## src/rtl/dhmc_pkg.sv

```systemverilog
// ----------------------------------------------------------------------------
// dhmc_pkg
// Shared types and codes for the desk height move controller.
// ----------------------------------------------------------------------------
package dhmc_pkg;

  localparam int unsigned HW = 10;

  localparam logic [1:0] OP_TICK    = 2'd0;
  localparam logic [1:0] OP_MEASURE = 2'd1;
  localparam logic [1:0] OP_TARGET  = 2'd2;

  localparam logic [1:0] CMD_NONE = 2'd0;
  localparam logic [1:0] CMD_UP   = 2'd1;
  localparam logic [1:0] CMD_DOWN = 2'd2;
  localparam logic [1:0] CMD_STOP = 2'd3;

  localparam logic [1:0] DIR_IDLE = 2'd0;
  localparam logic [1:0] DIR_UP   = 2'd1;
  localparam logic [1:0] DIR_DOWN = 2'd2;

  localparam logic [7:0] SPEED_IDLE = 8'd64;
  localparam logic [7:0] SPEED_DOWN = 8'd65;
  localparam logic [7:0] SPEED_UP   = 8'd66;
  localparam logic [7:0] MIN_PAYLOAD = 8'd4;

  localparam logic [HW-1:0] TOL_Q       = 10'd2;
  localparam logic [HW-1:0] STALL_TOL_Q = 10'd1;

  localparam logic [2:0] CFG_POLLING_MODE = 3'd0;
  localparam logic [2:0] CFG_MIN_HEIGHT   = 3'd1;
  localparam logic [2:0] CFG_MAX_HEIGHT   = 3'd2;
  localparam logic [2:0] CFG_STALL_LIMIT  = 3'd3;
  localparam logic [2:0] CFG_IDLE_LIMIT   = 3'd4;

  typedef struct packed {
    logic [1:0]    opcode;
    logic [7:0]    height_byte;
    logic [7:0]    speed_code;
    logic [7:0]    payload_len;
    logic [HW-1:0] target_q;
  } in_t;

  typedef struct packed {
    logic [1:0]    drive_command;
    logic          read_request;
    logic          height_published;
    logic [HW-1:0] height_q;
    logic [1:0]    direction;
    logic          target_rejected;
  } out_t;

  typedef struct packed {
    logic          polling_mode;
    logic [HW-1:0] min_height_q;
    logic [HW-1:0] max_height_q;
    logic [7:0]    stall_limit;
    logic [3:0]    idle_limit;
  } cfg_t;

  typedef struct packed {
    logic          height_known;
    logic [HW-1:0] current_height;
    logic [HW-1:0] target_height;
    logic [HW-1:0] last_move_height;
    logic [7:0]    stall_count;
    logic [3:0]    idle_count;
    logic          under_control;
    logic [1:0]    motion_dir;
    logic [7:0]    last_height_byte;
    logic [7:0]    last_speed_code;
  } st_t;

endpackage

```

## src/rtl/dhmc_cfg_regs.sv

```systemverilog
// ----------------------------------------------------------------------------
// dhmc_cfg_regs
// Configuration register file, written by index.
// ----------------------------------------------------------------------------
module dhmc_cfg_regs import dhmc_pkg::*; (
  input  logic          clk,
  input  logic          rst,
  input  logic          cfg_we,
  input  logic [2:0]    cfg_index,
  input  logic [HW-1:0] cfg_wdata,
  output cfg_t          cfg
);

  always_ff @(posedge clk) begin
    if (rst) begin
      cfg.polling_mode <= 1'b0;
      cfg.min_height_q <= 10'd260;
      cfg.max_height_q <= 10'd520;
      cfg.stall_limit  <= 8'd10;
      cfg.idle_limit   <= 4'd4;
    end else if (cfg_we) begin
      case (cfg_index)
        CFG_POLLING_MODE: cfg.polling_mode <= cfg_wdata[0];
        CFG_MIN_HEIGHT:   cfg.min_height_q <= cfg_wdata;
        CFG_MAX_HEIGHT:   cfg.max_height_q <= cfg_wdata;
        CFG_STALL_LIMIT:  cfg.stall_limit  <= cfg_wdata[7:0];
        CFG_IDLE_LIMIT:   cfg.idle_limit   <= cfg_wdata[3:0];
        default: ;
      endcase
    end
  end

endmodule

```

## src/rtl/dhmc_engine.sv

```systemverilog
// ----------------------------------------------------------------------------
// dhmc_engine
// Controller state and the single-pass update for one item.
// ----------------------------------------------------------------------------
module dhmc_engine import dhmc_pkg::*; (
  input  logic clk,
  input  logic rst,
  input  logic step,
  input  in_t  item,
  input  cfg_t cfg,
  output out_t result
);

  st_t  st;
  st_t  st_next;
  logic [1:0] cmd;
  logic       rd;
  logic       pub;
  logic       rej;
  logic       reached;
  logic [7:0] sc_inc;
  logic [3:0] ic_inc;

  function automatic logic [HW-1:0] clamp_q(input logic [HW-1:0] v,
                                            input logic [HW-1:0] lo,
                                            input logic [HW-1:0] hi);
    logic [HW-1:0] t;
    t = (v < lo) ? lo : v;
    return (t > hi) ? hi : t;
  endfunction

  function automatic logic [HW-1:0] abs_diff(input logic [HW-1:0] a,
                                             input logic [HW-1:0] b);
    return (a >= b) ? (a - b) : (b - a);
  endfunction

  always_ff @(posedge clk) begin
    if (rst) begin
      st <= '0;
    end else if (step) begin
      st <= st_next;
    end
  end

  always_comb begin
    case (st.motion_dir)
      DIR_UP:   reached = ({1'b0, st.current_height} + {1'b0, TOL_Q}) >=
                          {1'b0, st.target_height};
      DIR_DOWN: reached = {1'b0, st.current_height} <=
                          ({1'b0, st.target_height} + {1'b0, TOL_Q});
      DIR_IDLE: reached = cfg.polling_mode ? !st.under_control : 1'b1;
      default:  reached = 1'b1;
    endcase
    sc_inc = (st.stall_count != 8'hFF) ? st.stall_count + 8'd1 : st.stall_count;
    ic_inc = (st.idle_count != 4'hF) ? st.idle_count + 4'd1 : st.idle_count;
  end

  always_comb begin
    st_next = st;
    cmd     = CMD_NONE;
    rd      = 1'b0;
    pub     = 1'b0;
    rej     = 1'b0;
    case (item.opcode)
      OP_TICK: begin
        rd = cfg.polling_mode && (st.under_control || st.motion_dir != DIR_IDLE);
        if (st.under_control) begin
          if (reached) begin
            cmd                   = CMD_STOP;
            st_next.motion_dir    = DIR_IDLE;
            st_next.under_control = 1'b0;
          end else if (abs_diff(st.current_height, st.last_move_height) <= STALL_TOL_Q &&
                       sc_inc > cfg.stall_limit) begin
            st_next.stall_count = sc_inc;
            if ({1'b0, st.target_height} + {1'b0, TOL_Q} >= {1'b0, cfg.max_height_q}) begin
              st_next.current_height = cfg.max_height_q;
              st_next.height_known   = 1'b1;
              pub                    = 1'b1;
            end else if ({1'b0, st.target_height} <=
                         {1'b0, cfg.min_height_q} + {1'b0, TOL_Q}) begin
              st_next.current_height = cfg.min_height_q;
              st_next.height_known   = 1'b1;
              pub                    = 1'b1;
            end
            cmd                   = CMD_STOP;
            st_next.motion_dir    = DIR_IDLE;
            st_next.under_control = 1'b0;
          end else begin
            if (abs_diff(st.current_height, st.last_move_height) <= STALL_TOL_Q) begin
              st_next.stall_count = sc_inc;
            end else begin
              st_next.stall_count      = 8'd0;
              st_next.last_move_height = st.current_height;
            end
            if (cfg.polling_mode) begin
              if (st.motion_dir == DIR_IDLE) begin
                st_next.idle_count = ic_inc;
                if (ic_inc > cfg.idle_limit) begin
                  cmd                   = CMD_STOP;
                  st_next.under_control = 1'b0;
                end
              end else begin
                st_next.idle_count = 4'd0;
              end
            end
            if (st.motion_dir == DIR_UP) begin
              cmd = CMD_UP;
            end else if (st.motion_dir == DIR_DOWN) begin
              cmd = CMD_DOWN;
            end
          end
        end
      end
      OP_MEASURE: begin
        if (item.payload_len >= MIN_PAYLOAD &&
            !(item.height_byte == st.last_height_byte &&
              item.speed_code == st.last_speed_code)) begin
          st_next.last_height_byte = item.height_byte;
          st_next.last_speed_code  = item.speed_code;
          if (item.speed_code == SPEED_IDLE) begin
            st_next.motion_dir = DIR_IDLE;
          end else if (item.speed_code == SPEED_UP) begin
            st_next.motion_dir = DIR_UP;
          end else if (item.speed_code == SPEED_DOWN) begin
            st_next.motion_dir = DIR_DOWN;
          end
          st_next.current_height = clamp_q({item.height_byte, 2'b00},
                                           cfg.min_height_q, cfg.max_height_q);
          st_next.height_known   = 1'b1;
          pub                    = 1'b1;
        end
      end
      OP_TARGET: begin
        rd = cfg.polling_mode;
        if (!st.height_known && st.last_height_byte == 8'd0) begin
          rej = 1'b1;
        end else begin
          if (!st.height_known) begin
            st_next.current_height = clamp_q({st.last_height_byte, 2'b00},
                                             cfg.min_height_q, cfg.max_height_q);
            st_next.height_known   = 1'b1;
            pub                    = 1'b1;
          end
          if (st.motion_dir != DIR_IDLE) begin
            cmd                   = CMD_STOP;
            st_next.motion_dir    = DIR_IDLE;
            st_next.under_control = 1'b0;
          end
          st_next.target_height = clamp_q(item.target_q, cfg.min_height_q,
                                          cfg.max_height_q);
          if (abs_diff(st_next.current_height, st_next.target_height) > TOL_Q) begin
            st_next.under_control    = 1'b1;
            st_next.last_move_height = st_next.current_height;
            st_next.stall_count      = 8'd0;
            if (cfg.polling_mode) begin
              st_next.idle_count = 4'd0;
            end
            st_next.motion_dir = (st_next.target_height > st_next.current_height) ?
                                 DIR_UP : DIR_DOWN;
          end
        end
      end
      default: ;
    endcase
  end

  assign result.drive_command    = cmd;
  assign result.read_request     = rd;
  assign result.height_published = pub;
  assign result.height_q         = st_next.current_height;
  assign result.direction        = st_next.motion_dir;
  assign result.target_rejected  = rej;

endmodule

```

## src/rtl/desk_height_move_controller_top.sv

```systemverilog
// ----------------------------------------------------------------------------
// desk_height_move_controller_top
// Up/down position controller for a motorized desk.
//
//   channel  direction  handshake              payload
//   in       sink       in_valid / in_stall    in_data  (in_t)
//   out      source     out_valid / out_stall  out_data (out_t)
//   cfg      sink       cfg_we                 cfg_index, cfg_wdata
//
// One item per cycle sustained while the result is not stalled; an item passes
// through the input register and then the result register before its result
// can transfer.
// The controller state updates as an item moves from the input register
// into the result register.
// Synchronous reset clears state and pipeline valids and restores the
// configuration defaults.
// A stalled result holds the input register; input stalls only then.
// ----------------------------------------------------------------------------
module desk_height_move_controller_top import dhmc_pkg::*; (
  input  logic          clk,
  input  logic          rst,
  input  logic          in_valid,
  output logic          in_stall,
  input  in_t           in_data,
  output logic          out_valid,
  input  logic          out_stall,
  output out_t          out_data,
  input  logic          cfg_we,
  input  logic [2:0]    cfg_index,
  input  logic [HW-1:0] cfg_wdata
);

  cfg_t cfg;
  in_t  item;
  logic item_valid;
  logic adv;
  out_t res;

  assign adv      = item_valid && (!out_valid || !out_stall);
  assign in_stall = item_valid && !adv;

  dhmc_cfg_regs u_cfg (
    .clk       (clk),
    .rst       (rst),
    .cfg_we    (cfg_we),
    .cfg_index (cfg_index),
    .cfg_wdata (cfg_wdata),
    .cfg       (cfg)
  );

  dhmc_engine u_engine (
    .clk    (clk),
    .rst    (rst),
    .step   (adv),
    .item   (item),
    .cfg    (cfg),
    .result (res)
  );

  always_ff @(posedge clk) begin
    if (rst) begin
      item_valid <= 1'b0;
      out_valid  <= 1'b0;
    end else begin
      if (in_valid && !in_stall) begin
        item_valid <= 1'b1;
      end else if (adv) begin
        item_valid <= 1'b0;
      end
      if (adv) begin
        out_valid <= 1'b1;
      end else if (!out_stall) begin
        out_valid <= 1'b0;
      end
    end
  end

  always_ff @(posedge clk) begin
    if (in_valid && !in_stall) begin
      item <= in_data;
    end
    if (adv) begin
      out_data <= res;
    end
  end

  a_no_stall_when_empty: assert property (@(posedge clk) disable iff (rst)
    !out_valid |-> !in_stall)
    else $error("input stalled with empty result register");

  a_adv_fills_out: assert property (@(posedge clk) disable iff (rst)
    adv |=> out_valid)
    else $error("transfer into result register lost");

  a_up_cmd_dir: assert property (@(posedge clk) disable iff (rst)
    (out_valid && out_data.drive_command == CMD_UP) |-> out_data.direction == DIR_UP)
    else $error("drive up issued without up direction");

  a_reject_quiet: assert property (@(posedge clk) disable iff (rst)
    (out_valid && out_data.target_rejected) |->
      (out_data.drive_command == CMD_NONE && !out_data.height_published))
    else $error("rejected target produced a command or height update");

endmodule
```

## config.mk

```make
export PLATFORM = sky130hd
export DESIGN_NAME = desk_height_move_controller_top
export DESIGN_NICKNAME = d
export VERILOG_FILES = /design/src/rtl/dhmc_pkg.sv /design/src/rtl/dhmc_cfg_regs.sv /design/src/rtl/dhmc_engine.sv /design/src/rtl/desk_height_move_controller_top.sv
export SDC_FILE = /design/constraint.sdc
export NUM_CORES = 1
export LEC_CHECK = 0
export ABC_AREA = 0
export BUFFER_PORTS_ARGS = -buffer_cell sky130_fd_sc_hd__buf_2
export CAP_MARGIN = 40
export CORE_AREA = 2 2 193 119
export DETAILED_ROUTE_END_ITERATION = 8
export DIE_AREA = 0 0 195 121
export MAX_ROUTING_LAYER = met4
export PLACE_DENSITY_LB_ADDON = 0.2
export SLEW_MARGIN = 20
export SYNTH_ARGS = -nofsm -noshare
export SYNTH_HDL_FRONTEND = slang
export SYNTH_SLANG_ARGS = --single-unit
export TNS_END_PERCENT = 20
```

## constraint.sdc

```tcl
create_clock -name clk -period 6.6 [get_ports clk]
set_clock_uncertainty 0.1 [all_clocks]
set_input_delay 0.33 -clock clk [delete_from_list [all_inputs] [get_ports clk]]
set_output_delay 0.33 -clock clk [all_outputs]
set_load 0.005 [all_outputs]
```

==> impl_metrics.ini <==
[routing]
num_vias = 12500
wirelength_um = 45200
wl_per_cell_um = 23.2
postRouteAntennaNets = 0
route.detailed.drc = 0
viasPerCell = 6.42
first_pass_iters = 6
drt_iter0_drc = 1680

[yosys]
yosys-top-cells-area = dfxtp_1 16%, ha_1 15%, edfxtp_1 12%
postSynthCellCount = 1460
synth_area_mm2 = 0.0123
synth_edf_count = 51
yosysTopAreaCell = dfxtp_1
yosysUniqueCellTypes = 88
synth-async-reset-ratio_pct = 0
synth_warnings = 0
ys_ff_latch = 148
synth_common_cells = 150 x ha_1, 133 x nand2_1, 122 x inv_1, 97 x dfxtp_1, 96 x nor2_1
ys_seq_area_share_pct = 28.2
yosysMostFrequentCell = ha_1
avgSynthCellArea_um2 = 8.43
ys.flop_type = dfxtp_1
syn_nets = 1668
synth_top_area_share_pct = 15.8

[timing]
worst_pin_slew_ps = 919
finalSetupViolations = 0
hold_violations = 0
slew_violations = 0
fmax_mhz = 155
slew_headroom_pct = 38.5
period_minus_slack_ps = 6460
fin_crit_sh_pct = 97.9

[placed_design]
dpl.cell_count = 1854
hpwl_um = 33400
gp_congestion = 1.05
numPortBuffers = 70

[floorplanning]
fp.dieH_um = 121
start_util_pct = 56.5
io_pins = 73
rows = 42
core-area_mm2 = 0.0218
die_area_mm2 = 0.0236
die_w_um = 195

[min_path]
min_path_type = primary input to flop

[layout]
final_nets = 1852
drive_above_1_share_pct = 20.5
fillers = 1736
stdcell_count = 1946
synthToLayoutAreaGrowth_pct = 23.7

[worst_setup_path]
endpoint_kind = flop
critical_path_class = flop to flop
critical_path_arrival_ps = 6560
crit_required_ps = 6690
cpMaxStageDelayCell = edfxtp_1
cp_max_fo = 13
slowest_delay_ps = 430
critPathLaunchType = flop

[grt]
grt_pass1_vias = 11400
antenna_found_initial = 1
track_usage_pct = 39.0
grt_pass1_wl_um = 67200
grt_remaining_overflow = 0
grt_max_degree = 78

[cts]
cts_max_path_buffers = 2
cts_max_level = 4
clk_pin_slew_ps = 60
insertion_delay_ps = 450
cts-buffers-inserted = 17
cts_tree = yes
cts_sinks = 148
clockRootBuffer = clkbuf_16

[flow_run]
drv_cap = 0

[power_and_ir_drop]
power.total_mw = 3.21
p_per_area_mw_per_mm2 = 211
cellLeakagePower_nw = 6.47
irDropWorstVdd_mv = 0.186

[status]
status = complete, no violations
## stage by stage
| step | setup WS [ps] | hold WS [ps] | setup TNS [ps] | area, um2 | utilization (%) |
|---|---|---|---|---|---|
| after floorplan | 21.9 | 329 | 0 | 12300 | - |
| after global placement | 114 | 342 | 0 | 13600 | 62.4 |
| after detailed placement | -18.2 | 352 | -195 | 13600 | 62.5 |
| after CTS | 35.3 | 9.78 | 0 | 14600 | 67.0 |
| after global routing | -87.6 | 27.8 | -594 | 15200 | 69.9 |
| final | 137 | 34.9 | 0 | 15200 | 69.9 |
## power breakdown
group          total (mW)  switching [mW]  internal [mW]
clock network        1.06           0.416          0.640
logic                1.13           0.628          0.504
registers            1.02          0.0392          0.980
## worst paths after layout
kind | startpoint | end | slack (ps) | cells after the start
worst max-delay path | item[1]$_DFFE_PP_ | out_data[1]$_DFFE_PP_ | 140 | 33
worst min-delay path | in_valid | item_valid$_SDFFE_PP0P_ | 30 | 2
worst max register to register | item[1]$_DFFE_PP_ | out_data[1]$_DFFE_PP_ | 140 | 33
worst min register to register | u_cfg.cfg[9]$_SDFFE_PP0P_ | u_cfg.cfg[9]$_SDFFE_PP0P_ | 360 | 2
## timing repair
action	CTS	global route
hold endpoints to repair	34	0
hold buffers	34	0
buffers inserted	0	17
gates cloned	0	3
pin swaps	0	20
setup endpoints to repair	22	27
resized for setup	7	85
## cell type report
class	count	area [um2]	area share (%)
Multi-Input combinational cell	1112	8440	55.5
Antenna cell	3	7.51	0.0493
Tap cell	286	358	2.35
Inverter	123	462	3.03
Timing Repair Buffer	242	1840	12.1
Sequential cell	148	3480	22.9
Clock inverter	11	148	0.970
Clock buffer	21	483	3.17
## registers in the layout (all words and copies together) (netlist names)
register	count
item	34
out_valid	1
u_cfg.cfg	33
out_data	17
u_engine.st	62
item_valid	1
## cells in the final DEF (no fill, tap or decap), types with 7 or more instances in the layout
master,count
nand2_1,130
a221o_1,18
nor3_1,28
o21ai_1,8
a31oi_1,28
or2_2,9
inv_1,120
a21oi_2,7
nor2b_1,21
and3_1,11
a32oi_1,12
buf_4,124
ha_1,142
a211oi_2,9
nor2_1,94
dfxtp_1,93
xnor2_1,42
a21o_1,40
a22o_1,10
nand2b_1,12
o21ai_0,55
clkbuf_16,21
and4_1,10
a21oi_1,89
nand3_1,39
nor4_1,17
nand4_1,26
mux2i_1,34
dlygate4sd3_1,34
a211oi_1,22
o21a_1,15
a211o_1,11
o211ai_1,12
a221oi_1,7
edfxtp_1,51
o31ai_1,8
buf_2,70
## critical path, delay by kind of cell (launching register included)
| kind | cells | cell delay [ps] |
|---|---|---|
| and+or+nand+nor | 10 | 1420 |
| DFF | 1 | 430 |
| buffers and inverters | 7 | 1020 |
| adders and majority gates | 3 | 890 |
| AOI/OAI and AO/OA | 12 | 2100 |
| muxes | 1 | 220 |
## cells by family after synthesis
| family | Yosys count | share of synthesized area (%) |
|---|---|---|
| AND/OR/NAND/NOR | 453 | 18.7 |
| AO/OA/AOI/OAI | 408 | 23.3 |
| buffers and inverters | 201 | 6.48 |
| adder cells (fa/ha/maj) | 154 | 15.9 |
| flip-flops | 148 | 28.2 |
| multiplexers | 49 | 4.03 |
| XOR/XNOR | 47 | 3.35 |
## metal layers
layer / GRT usage [%] / wire (um)
met5: - / 0
met4: 10.4 / 1020
met3: 11.2 / 5570
met2: 53.2 / 18100
met1: 55.8 / 20500
No activity file was read; power rests on OpenSTA's default activity.
